===== src/lsps_pkg.sv =====
package lsps_pkg;

    localparam int SENSOR_BITS_DEF = 11;

    localparam int CFG_W     = 4;
    localparam int CFG_IDX_W = 1;

    localparam logic [CFG_IDX_W-1:0] CFG_EDGE_LIMIT    = 1'd0;
    localparam logic [CFG_IDX_W-1:0] CFG_PERSIST_LIMIT = 1'd1;

    localparam logic [CFG_W-1:0] EDGE_LIMIT_RST    = 4'd5;
    localparam logic [CFG_W-1:0] PERSIST_LIMIT_RST = 4'd5;

    localparam int RUN_W = 5;
    localparam logic [RUN_W-1:0] RUN_MAX = 5'd31;

    localparam logic signed [7:0] FAULT_VALUE = 8'sd96;

    // Midpoint index to steer value; indexes past the table give zero.
    function automatic logic signed [7:0] steer_lut(input logic [5:0] idx);
        logic signed [7:0] v;
        unique case (idx)
            6'd0:    v = -8'sd127;
            6'd1:    v = -8'sd90;
            6'd2:    v = -8'sd75;
            6'd3:    v = -8'sd50;
            6'd4:    v = -8'sd25;
            6'd5:    v = 8'sd0;
            6'd6:    v = 8'sd25;
            6'd7:    v = 8'sd50;
            6'd8:    v = 8'sd75;
            6'd9:    v = 8'sd90;
            6'd10:   v = 8'sd127;
            default: v = 8'sd0;
        endcase
        return v;
    endfunction

endpackage


===== src/lsps_in_if.sv =====
interface lsps_in_if;
    logic       valid;
    logic       ready;
    logic [7:0] low_bits;
    logic [7:0] high_bits;

    modport source (output valid, output low_bits, output high_bits, input ready);
    modport sink   (input valid, input low_bits, input high_bits, output ready);
endinterface


===== src/lsps_out_if.sv =====
interface lsps_out_if;
    logic              valid;
    logic              ready;
    logic signed [7:0] steer_value;
    logic              fault;

    modport source (output valid, output steer_value, output fault, input ready);
    modport sink   (input valid, input steer_value, input fault, output ready);
endinterface


===== src/line_sensor_position_steer.sv =====
// An accepted word goes through the input register, then the result register.
// Throughput: one word per cycle unless o_out stalls; the two registers form a
//   two-deep pipeline, so one new word is taken while a result waits.
// Reset: synchronous, active low; clears both valid flags and the bad-run
//   counter, and sets edge_limit and persist_limit to 5.
module line_sensor_position_steer #(
    parameter int SENSOR_BITS = lsps_pkg::SENSOR_BITS_DEF
) (
    input  logic                           i_clk,
    input  logic                           i_rst_n,
    input  logic                           i_cfg_we,
    input  logic [lsps_pkg::CFG_IDX_W-1:0] i_cfg_index,
    input  logic [lsps_pkg::CFG_W-1:0]     i_cfg_data,
    lsps_in_if.sink                        i_in,
    lsps_out_if.source                     o_out
);

    // Bit position width and edge count width (count runs 0..SENSOR_BITS+1).
    localparam int PW = $clog2(SENSOR_BITS);
    localparam int EW = $clog2(SENSOR_BITS + 2);

    // ---------------- configuration ----------------
    logic [lsps_pkg::CFG_W-1:0] r_edge_limit;
    logic [lsps_pkg::CFG_W-1:0] r_persist_limit;

    always_ff @(posedge i_clk) begin
        if (!i_rst_n) begin
            r_edge_limit    <= lsps_pkg::EDGE_LIMIT_RST;
            r_persist_limit <= lsps_pkg::PERSIST_LIMIT_RST;
        end else if (i_cfg_we) begin
            unique case (i_cfg_index)
                lsps_pkg::CFG_EDGE_LIMIT:    r_edge_limit    <= i_cfg_data;
                lsps_pkg::CFG_PERSIST_LIMIT: r_persist_limit <= i_cfg_data;
                default: ;
            endcase
        end
    end

    // ---------------- handshake ----------------
    logic r_in_valid;
    logic r_out_valid;
    logic adv;      // result register can take a new word
    logic in_ready;

    assign adv      = !r_out_valid || o_out.ready;
    assign in_ready = !r_in_valid || adv;
    assign i_in.ready = in_ready;

    // ---------------- stage 1: input register ----------------
    logic [31:0]            raw_word;
    logic [SENSOR_BITS-1:0] r_reading;

    // Sensor word assembled from both bytes, cut (or zero-extended) to width.
    assign raw_word = {16'd0, i_in.high_bits, i_in.low_bits};

    always_ff @(posedge i_clk) begin
        if (!i_rst_n) begin
            r_in_valid <= 1'b0;
        end else if (in_ready) begin
            r_in_valid <= i_in.valid;
        end
    end

    always_ff @(posedge i_clk) begin
        if (i_in.valid && in_ready) begin
            r_reading <= raw_word[SENSOR_BITS-1:0];
        end
    end

    // ---------------- stage 2 logic ----------------
    logic [SENSOR_BITS-1:0] iso;        // lowest set bit isolated
    logic [SENSOR_BITS-1:0] low_mask;   // bits at or below the first one
    logic [SENSOR_BITS-1:0] zero_cand;  // clear bits above the first one
    logic [PW-1:0]          one_pos;
    logic [PW-1:0]          zero_pos;
    logic [SENSOR_BITS:0]   trans;      // transitions with zero padding
    logic [EW-1:0]          edges;
    logic [PW:0]            pos_sum;
    logic [PW-1:0]          mid;
    logic                   bad;
    logic                   flt;
    logic signed [7:0]      steer;
    logic [lsps_pkg::RUN_W-1:0] r_run;
    logic [lsps_pkg::RUN_W-1:0] n_run;

    // Empty reading: iso is zero, low_mask all ones, so zero_pos falls back
    // to the top bit and the midpoint lands at the center entry.
    assign iso       = r_reading & (~r_reading + SENSOR_BITS'(1));
    assign low_mask  = iso | (iso - SENSOR_BITS'(1));
    assign zero_cand = ~r_reading & ~low_mask;
    assign trans     = {r_reading, 1'b0} ^ {1'b0, r_reading};

    always_comb begin
        one_pos = '0;
        for (int i = SENSOR_BITS - 1; i >= 0; i--) begin
            if (r_reading[i]) begin
                one_pos = PW'(i);
            end
        end
    end

    always_comb begin
        zero_pos = PW'(SENSOR_BITS - 1);
        for (int i = SENSOR_BITS - 1; i >= 0; i--) begin
            if (zero_cand[i]) begin
                zero_pos = PW'(i);
            end
        end
    end

    always_comb begin
        edges = '0;
        for (int i = 0; i <= SENSOR_BITS; i++) begin
            edges = edges + EW'(trans[i]);
        end
    end

    assign pos_sum = {1'b0, one_pos} + {1'b0, zero_pos};
    assign mid     = pos_sum[PW:1];
    assign bad     = 6'(edges) > 6'(r_edge_limit);

    // Bad-run counter saturates; a good reading clears it.
    always_comb begin
        if (!bad) begin
            n_run = '0;
        end else if (r_run == lsps_pkg::RUN_MAX) begin
            n_run = r_run;
        end else begin
            n_run = r_run + {{(lsps_pkg::RUN_W - 1){1'b0}}, 1'b1};
        end
    end

    assign flt   = bad && (n_run > {1'b0, r_persist_limit});
    assign steer = flt ? lsps_pkg::FAULT_VALUE : lsps_pkg::steer_lut(6'(mid));

    // ---------------- stage 2: result register ----------------
    logic signed [7:0] r_steer;
    logic              r_fault;

    always_ff @(posedge i_clk) begin
        if (!i_rst_n) begin
            r_out_valid <= 1'b0;
            r_run       <= '0;
        end else if (adv) begin
            r_out_valid <= r_in_valid;
            if (r_in_valid) begin
                r_run <= n_run;
            end
        end
    end

    always_ff @(posedge i_clk) begin
        if (adv && r_in_valid) begin
            r_steer <= steer;
            r_fault <= flt;
        end
    end

    assign o_out.valid       = r_out_valid;
    assign o_out.steer_value = r_steer;
    assign o_out.fault       = r_fault;

endmodule


===== src/flat_wrapper.sv =====
// flat-port wrapper written by rule: the top's interface ports become plain ports
module line_sensor_position_steer_flat 
#(
    parameter int SENSOR_BITS = lsps_pkg::SENSOR_BITS_DEF
)
  (i_clk, i_rst_n, i_cfg_we, i_cfg_index, i_cfg_data, i_in_valid, i_in_low_bits, i_in_high_bits, i_in_ready, o_out_valid, o_out_steer_value, o_out_fault, o_out_ready);
  lsps_in_if i_in_i ();
  lsps_out_if o_out_i ();
  input  logic i_clk;
  input  logic i_rst_n;
  input  logic i_cfg_we;
  input  logic [lsps_pkg::CFG_IDX_W-1:0] i_cfg_index;
  input  logic [lsps_pkg::CFG_W-1:0] i_cfg_data;
  input wire logic [$bits(i_in_i.valid)-1:0] i_in_valid;
  input wire logic [$bits(i_in_i.low_bits)-1:0] i_in_low_bits;
  input wire logic [$bits(i_in_i.high_bits)-1:0] i_in_high_bits;
  output wire logic [$bits(i_in_i.ready)-1:0] i_in_ready;
  output wire logic [$bits(o_out_i.valid)-1:0] o_out_valid;
  output wire logic [$bits(o_out_i.steer_value)-1:0] o_out_steer_value;
  output wire logic [$bits(o_out_i.fault)-1:0] o_out_fault;
  input wire logic [$bits(o_out_i.ready)-1:0] o_out_ready;
  assign i_in_i.valid = i_in_valid;
  assign i_in_i.low_bits = i_in_low_bits;
  assign i_in_i.high_bits = i_in_high_bits;
  assign i_in_ready = i_in_i.ready;
  assign o_out_valid = o_out_i.valid;
  assign o_out_steer_value = o_out_i.steer_value;
  assign o_out_fault = o_out_i.fault;
  assign o_out_i.ready = o_out_ready;
  line_sensor_position_steer #(.SENSOR_BITS(SENSOR_BITS)) u_core (.i_clk(i_clk), .i_rst_n(i_rst_n), .i_cfg_we(i_cfg_we), .i_cfg_index(i_cfg_index), .i_cfg_data(i_cfg_data), .i_in(i_in_i), .o_out(o_out_i));
endmodule

===== config.mk =====
export PLATFORM = sky130hd
export DESIGN_NAME = line_sensor_position_steer_flat
export DESIGN_NICKNAME = d
export VERILOG_FILES = /design/src/lsps_pkg.sv /design/src/lsps_in_if.sv /design/src/lsps_out_if.sv /design/src/line_sensor_position_steer.sv /design/src/flat_wrapper.sv
export SDC_FILE = /design/constraint.sdc
export NUM_CORES = 1
export LEC_CHECK = 0
export BUFFER_PORTS_ARGS = -buffer_cell sky130_fd_sc_hd__buf_2
export CORE_UTILIZATION = 63
export DETAILED_ROUTE_END_ITERATION = 8
export GPL_TIMING_DRIVEN = 0
export HOLD_SLACK_MARGIN = 0.03
export PLACE_DENSITY = 0.95
export SYNTH_ARGS = -nofsm -noshare
export SYNTH_HDL_FRONTEND = slang
export SYNTH_SLANG_ARGS = --single-unit

===== constraint.sdc =====
create_clock -name i_clk -period 15.7 [get_ports i_clk]
set_input_delay 3.925 -clock i_clk [delete_from_list [all_inputs] [get_ports i_clk]]
set_output_delay 3.925 -clock i_clk [all_outputs]
set_load 0.02 [all_outputs]

# Yosys cells after proc, flatten, opt, wreduce, memory -nomap -nowiden

Memories as Yosys holds them, arrays and structs flattened. A register that Yosys moved wholly into a read port is not among the register bits.
Index checks and enable logic that the tools add are counted.

$lt $le $gt $ge: 2
Reduce and logical (&&, ||, !) cells: 10
Bitwise operators: 7
$add $sub $neg: 15
Eq/ne operators: 1
Mux-type cells: 23

Operators with widths:

| operator                                            | count |
|---|---|
| 2-to-1 mux 4 bit                                    | 19 |
| adder 4 x 1 -> 4 bit                                | 10 |
| bitwise AND 10 bit                                  | 2 |
| inverter 10 bit                                     | 2 |
| XOR 12 x 11 -> 12 bit                               | 1 |
| adder 10 x 1 -> 10 bit (second input constant)      | 1 |
| 2-to-1 mux 5 bit                                    | 2 |
| bitwise OR 10 bit                                   | 1 |
| subtractor 10 x 1 -> 10 bit (second input constant) | 1 |
| AND reduction 2 bit                                 | 3 |
| adder 4 x 4 -> 5 bit                                | 1 |
| adder 5 x 1 -> 5 bit (second input constant)        | 1 |
| equality test 5 bit (second input constant)         | 1 |
| greater-than comparator 5 x 4 -> 1 bit              | 1 |
| greater-than comparator 4 bit                       | 1 |
| 2-to-1 mux 2 bit                                    | 2 |
| logical AND 1 bit                                   | 3 |
| adder 1 x 1 -> 2 bit                                | 1 |
| logical NOT 1 bit                                   | 2 |
| logical OR 1 bit                                    | 2 |
| inverter 1 bit                                      | 1 |

Memory bits (read-only): 128
Bits in registers: 27
Memories: 1

Memories:

| name            | depth | width | read ports | clocked after Yosys merged registers in | write ports | RTL line       | text |
|---|---|---|---|---|---|---|---|
| (no name shown) | 16    | 8     | 1          | 1                                       | 0           | lsps_pkg.sv:22 | `unique case (idx)` |

# Longest topological paths before layout

Word-level depth: 18
Mapped depth: 27

# Worst setup path before layout

Ideal clock, no wire load.

Path kind: in2out
Start point: input port o_out_ready
End point: output port i_in_ready
Required time: 11.775 ns
Arrival: 4.278 ns
Setup slack: 7.497 ns
Stages on the path: 2
Cells stage by stage: nor2b_1 -> nand2_1

Word-level cells in the longest chain between the ends: 2

Ends and longest elaborated chain:

| element          | RTL line                         | text |
|---|---|---|
| from (decl)      | flat_wrapper.sv:21               | `input wire logic [$bits(o_out_i.ready)-1:0] o_out_ready;` |
| logical OR 1 bit | line_sensor_position_steer.sv:45 | `assign adv = !r_out_valid \|\| o_out.ready;` |
| logical OR 1 bit | line_sensor_position_steer.sv:46 | `assign in_ready = !r_in_valid \|\| adv;` |
| to (decl)        | flat_wrapper.sv:17               | `output wire logic [$bits(i_in_i.ready)-1:0] i_in_ready;` |

Every way passes these cells.

# Final worst setup path

Ends and elaborated chain as after synthesis.

==> qor.tcl <==
set qor(grt_first_pass_wirelength_um) 10520
set qor(async_flop_share_pct) 0
set qor(layout_worst_path_cycle_share_pct) 53.67
set qor(ratio_of_cells_with_drive_above_1_in_the_final_layout_pct) 15.06
set qor(clock_tree.htree_level_count) 2
set qor(sequentialPowerShare_pct) 31.7
set qor(routed_wl_um) 6083
set qor(post_synth_num_cell_types) 55
set qor(die_area_sq_um) 4597
set qor(detail_route.drc_violations) 0
set qor(critical_path.slowest_cell) {nor2b_1}
set qor(crit_type) {input port to primary output}
set qor(skew_ns) 0.007490
set qor(clk_transition_reported_paths_ns) 0.07
set qor(maxCapViolations) 0
set qor(wl_met1_um) 2397
set qor(synth_area_leader_cell) {edfxtp_1}
set qor(worst_hold_slack_ns) 0.4636
set qor(arrival_ns) 4.50
set qor(postCtsSetupRepairBufs) 0
set qor(vdd_ir_drop_max_v) 0.00008770
set qor(route.antenna.remaining_nets) 0
set qor(net-switching-power_mw) 0.1395
set qor(antennaDiodeCount) 0
set qor(number_of_antenna_violations_at_the_first_check_in_global_routing) 0
set qor(synth.yosys.warnings) 0
set qor(ctsResizeCount) 0
set qor(dr.first_iter.drc_count) 213
set qor(syn_to_final_growth_pct) 11.01
set qor(num_vias) 2345
set qor(setup-violations-final) 0
set qor(top_cell_family_by_delay_on_the_critical_path) {simple AND/OR/NAND/NOR gates}
set qor(seqCellArea_sq_um) 900.9
set qor(power_density_nw_per_um2) 117.2
set qor(detailroute.wirelength.met2_um) 3139
set qor(dieHeight_um) 67.80
set qor(fillers) 286
set qor(coreArea_sq_um) 4086
set qor(place.port_buffers) 31
set qor(critical_path.cell_chain) {buf_2 -> nor2b_1 -> nand2_1 -> buf_2}
set qor(drt-vias-per-instance) 6.139
set qor(slew-limit-headroom_pct) 29.32
set qor(power_switching_share_pct) 39.31
set qor(finalCoreUtilization_pct) 74.10
set qor(tightest_slew_ns) 1.053
set qor(part_of_the_yosys_area_used_for_sequential_elements_pct) 33.03
set qor(multi_input_comb_area_sq_um) 1658
set qor(timing.final.hold_violations) 0
set qor(dpl_worst_slack_ns) 7.271
set qor(hold_class) {register to register}
set qor(detail_routed_net_length_per_standard_cell_um) 15.92
set qor(mostFrequentLayoutCells) {inv_1, ha_1, buf_2}
set qor(power_frac_comb_pct) 49.2
set qor(die_width_um) 67.80
set qor(rows) 23
set qor(ys_ff_latch) 35
set qor(critPathCaptureType) {primary output}
set qor(gr-usage-all-layers_pct) 31.17
set qor(globalplace.congestion) 0.9278
set qor(top_layer_used) {met4}
set qor(cts_tree) {done}
set qor(layout_min_cycle_time_ns) 8.425
set qor(cts_hold_bufs) 0
set qor(cp_num_buf_inv) 2
set qor(clockBufferDepth) 2
set qor(static-leakage-power_nw) 1.360
set qor(vias_in_the_first_global_route) 2367
set qor(p_clk_share_pct) 19.1
set qor(drv_slew) 0
set qor(insertion_delay_ns) 0.30
set qor(maxClockFrequency_mhz) 118.7
set qor(final.setup.tns_ns) 0
set qor(synth.net_count) 360
set qor(netlist_area_sq_um) 2728
set qor(timing.critical_path.mode_cell) {buf_2}
set qor(p_int_mw) 0.2154
set qor(synth-edff-count) 20
set qor(nets) 398
set qor(unrepaired_setup_endpoints_after_global_routing) {no}
set qor(dp_hpwl_um) 4553
set qor(cp.required_ns) 11.77
set qor(grt.overflow.total) 0
set qor(post-route-worst-setup-slack_ns) 7.275
set qor(crit_path_max_fanout) 4
set qor(netlist_top_cells_area) {edfxtp_1, ha_1, dfxtp_1}
set qor(synth.top_cell.area_share_pct) 22.02
set qor(critical-path-max-stage-delay_ns) 0.21
set qor(met3_wirelength_um) 287
set qor(initial_utilization_pct) 66.75
set qor(io_pins) 37
set qor(avgSynthCellArea_sq_um) 9.309
set qor(drt-pass1-iter-count) 4
set qor(run_status) {finished, final reports clean}
set qor(pin_count_of_the_biggest_net_entering_global_routing) 14
set qor(mostFrequentLayoutCell) {inv_1}
set qor(total_clock_buffers_created_by_cts) 5
set qor(report.power.total_mw) 0.3550
set qor(post_synthesis_cell_count) 293
set qor(cts.sinks) 35
set qor(timing.critical_path.from_type) {input port}
set qor(clock-root-buffer) {clkbuf_8}
set qor(synth_ff_type) {edfxtp_1}
synth_stat cells, types with 4 or more instances:
library cell and instances:
inv_1 41, ha_1 33, nand2_1 22, edfxtp_1 20, nor2_1 18, dfxtp_1 15, a21oi_1 11, nand4_1 11
nor2b_1 11, nand3_1 9, a31oi_1 8, fa_1 8, o21ai_0 7, o21a_1 6, a21boi_0 5, clkbuf_1 4
nand2b_1 4, nor3_1 4
layer usage:
layer  vias to the layer above  GRT usage [%]
li1                       1125              -
met1                      1102          36.79
met2                        92          54.21
met3                        26          5.743
met4                         0          14.58
met5                         -              0
worst register-to-register path: stages (launching register included):
cell      delay [ns]
edfxtp_1        0.52
inv_1           0.16
ha_1            0.35
xnor2_1         0.16
fa_1            0.55
inv_1           0.06
fa_1            0.50
inv_1           0.06
fa_1            0.53
inv_1           0.06
fa_1            0.43
inv_1           0.08
fa_1            0.40
inv_1           0.07
ha_1            0.23
nor2b_1         0.14
o21a_1          0.17
o21a_1          0.17
o21ai_1         0.36
nor2_1          0.13
ha_1            0.32
nor2b_1         0.13
o21a_1          0.17
o21a_1          0.16
o21ai_0         0.20
a31oi_1         0.34
or3_1           0.46
o31ai_1         0.09
path summary, 6_finish.rpt:
| path | start | end | slack, ns | cells after the start |
|---|---|---|---|---|
| setup / recovery | o_out_ready | i_in_ready | 7.27 | 4 |
| hold / removal | u_core.r_persist_limit[3] | u_core.r_persist_limit[3] | 0.46 | 2 |
| setup reg to reg | u_core.r_reading[0] | u_core.o_out.steer_value[0] | 8.53 | 27 |
| hold reg to reg | u_core.r_persist_limit[3] | u_core.r_persist_limit[3] | 0.46 | 2 |
registers in the layout (all words and copies together), names as in the netlist:
register / cells
u_core.r_edge_limit: 4
u_core.r_run: 5
u_core.r_in_valid: 1
u_core.r_reading: 11
u_core.o_out.fault: 1
u_core.r_persist_limit: 4
u_core.o_out.valid: 1
u_core.o_out.steer_value: 8
cell type report:
| cell class | count | area share [%] |
|---|---|---|
| multi-input combinational | 213 | 54.75 |
| clock inverter | 1 | 0.2066 |
| timing repair buffer | 31 | 5.124 |
| sequential | 35 | 29.75 |
| buffer | 4 | 0.4959 |
| clock buffer | 7 | 2.521 |
| tap | 50 | 2.066 |
| inverter | 41 | 5.083 |
metrics by stage:
step | area, sq um | cells
final | 3028 | 382
after global routing | 3028 | 382
after CTS | 3028 | 382
after detailed placement | 2945 | 374
after global placement | 2945 | 374
after floorplan | 2728 | 293
power groups by stage:
stage | clock (mW) | sequential, mW | combinational, mW
2_1_floorplan | 0 | 0.118 | 0.125
3_3_place_gp | 0 | 0.114 | 0.156
3_5_place_dp | 0 | 0.115 | 0.167
4_1_cts | 0.0664 | 0.112 | 0.173
5_1_grt | 0.0703 | 0.114 | 0.196
6_report | 0.0678 | 0.113 | 0.175
logic make-up (layout without fill, tap and decap cells):
family,Yosys count,after routing,share of synthesized area (%)
AND/OR/NAND/NOR,94,94,18.07
AO/OA/AOI/OAI,70,70,19.04
buffers and inverters,45,84,6.193
adder cells (fa/ha/maj),41,41,21.01
flip-flops,35,35,33.03
XOR/XNOR,6,6,1.927
multiplexers,2,2,0.7340
Note: power is estimated with default switching activity, not from simulation.
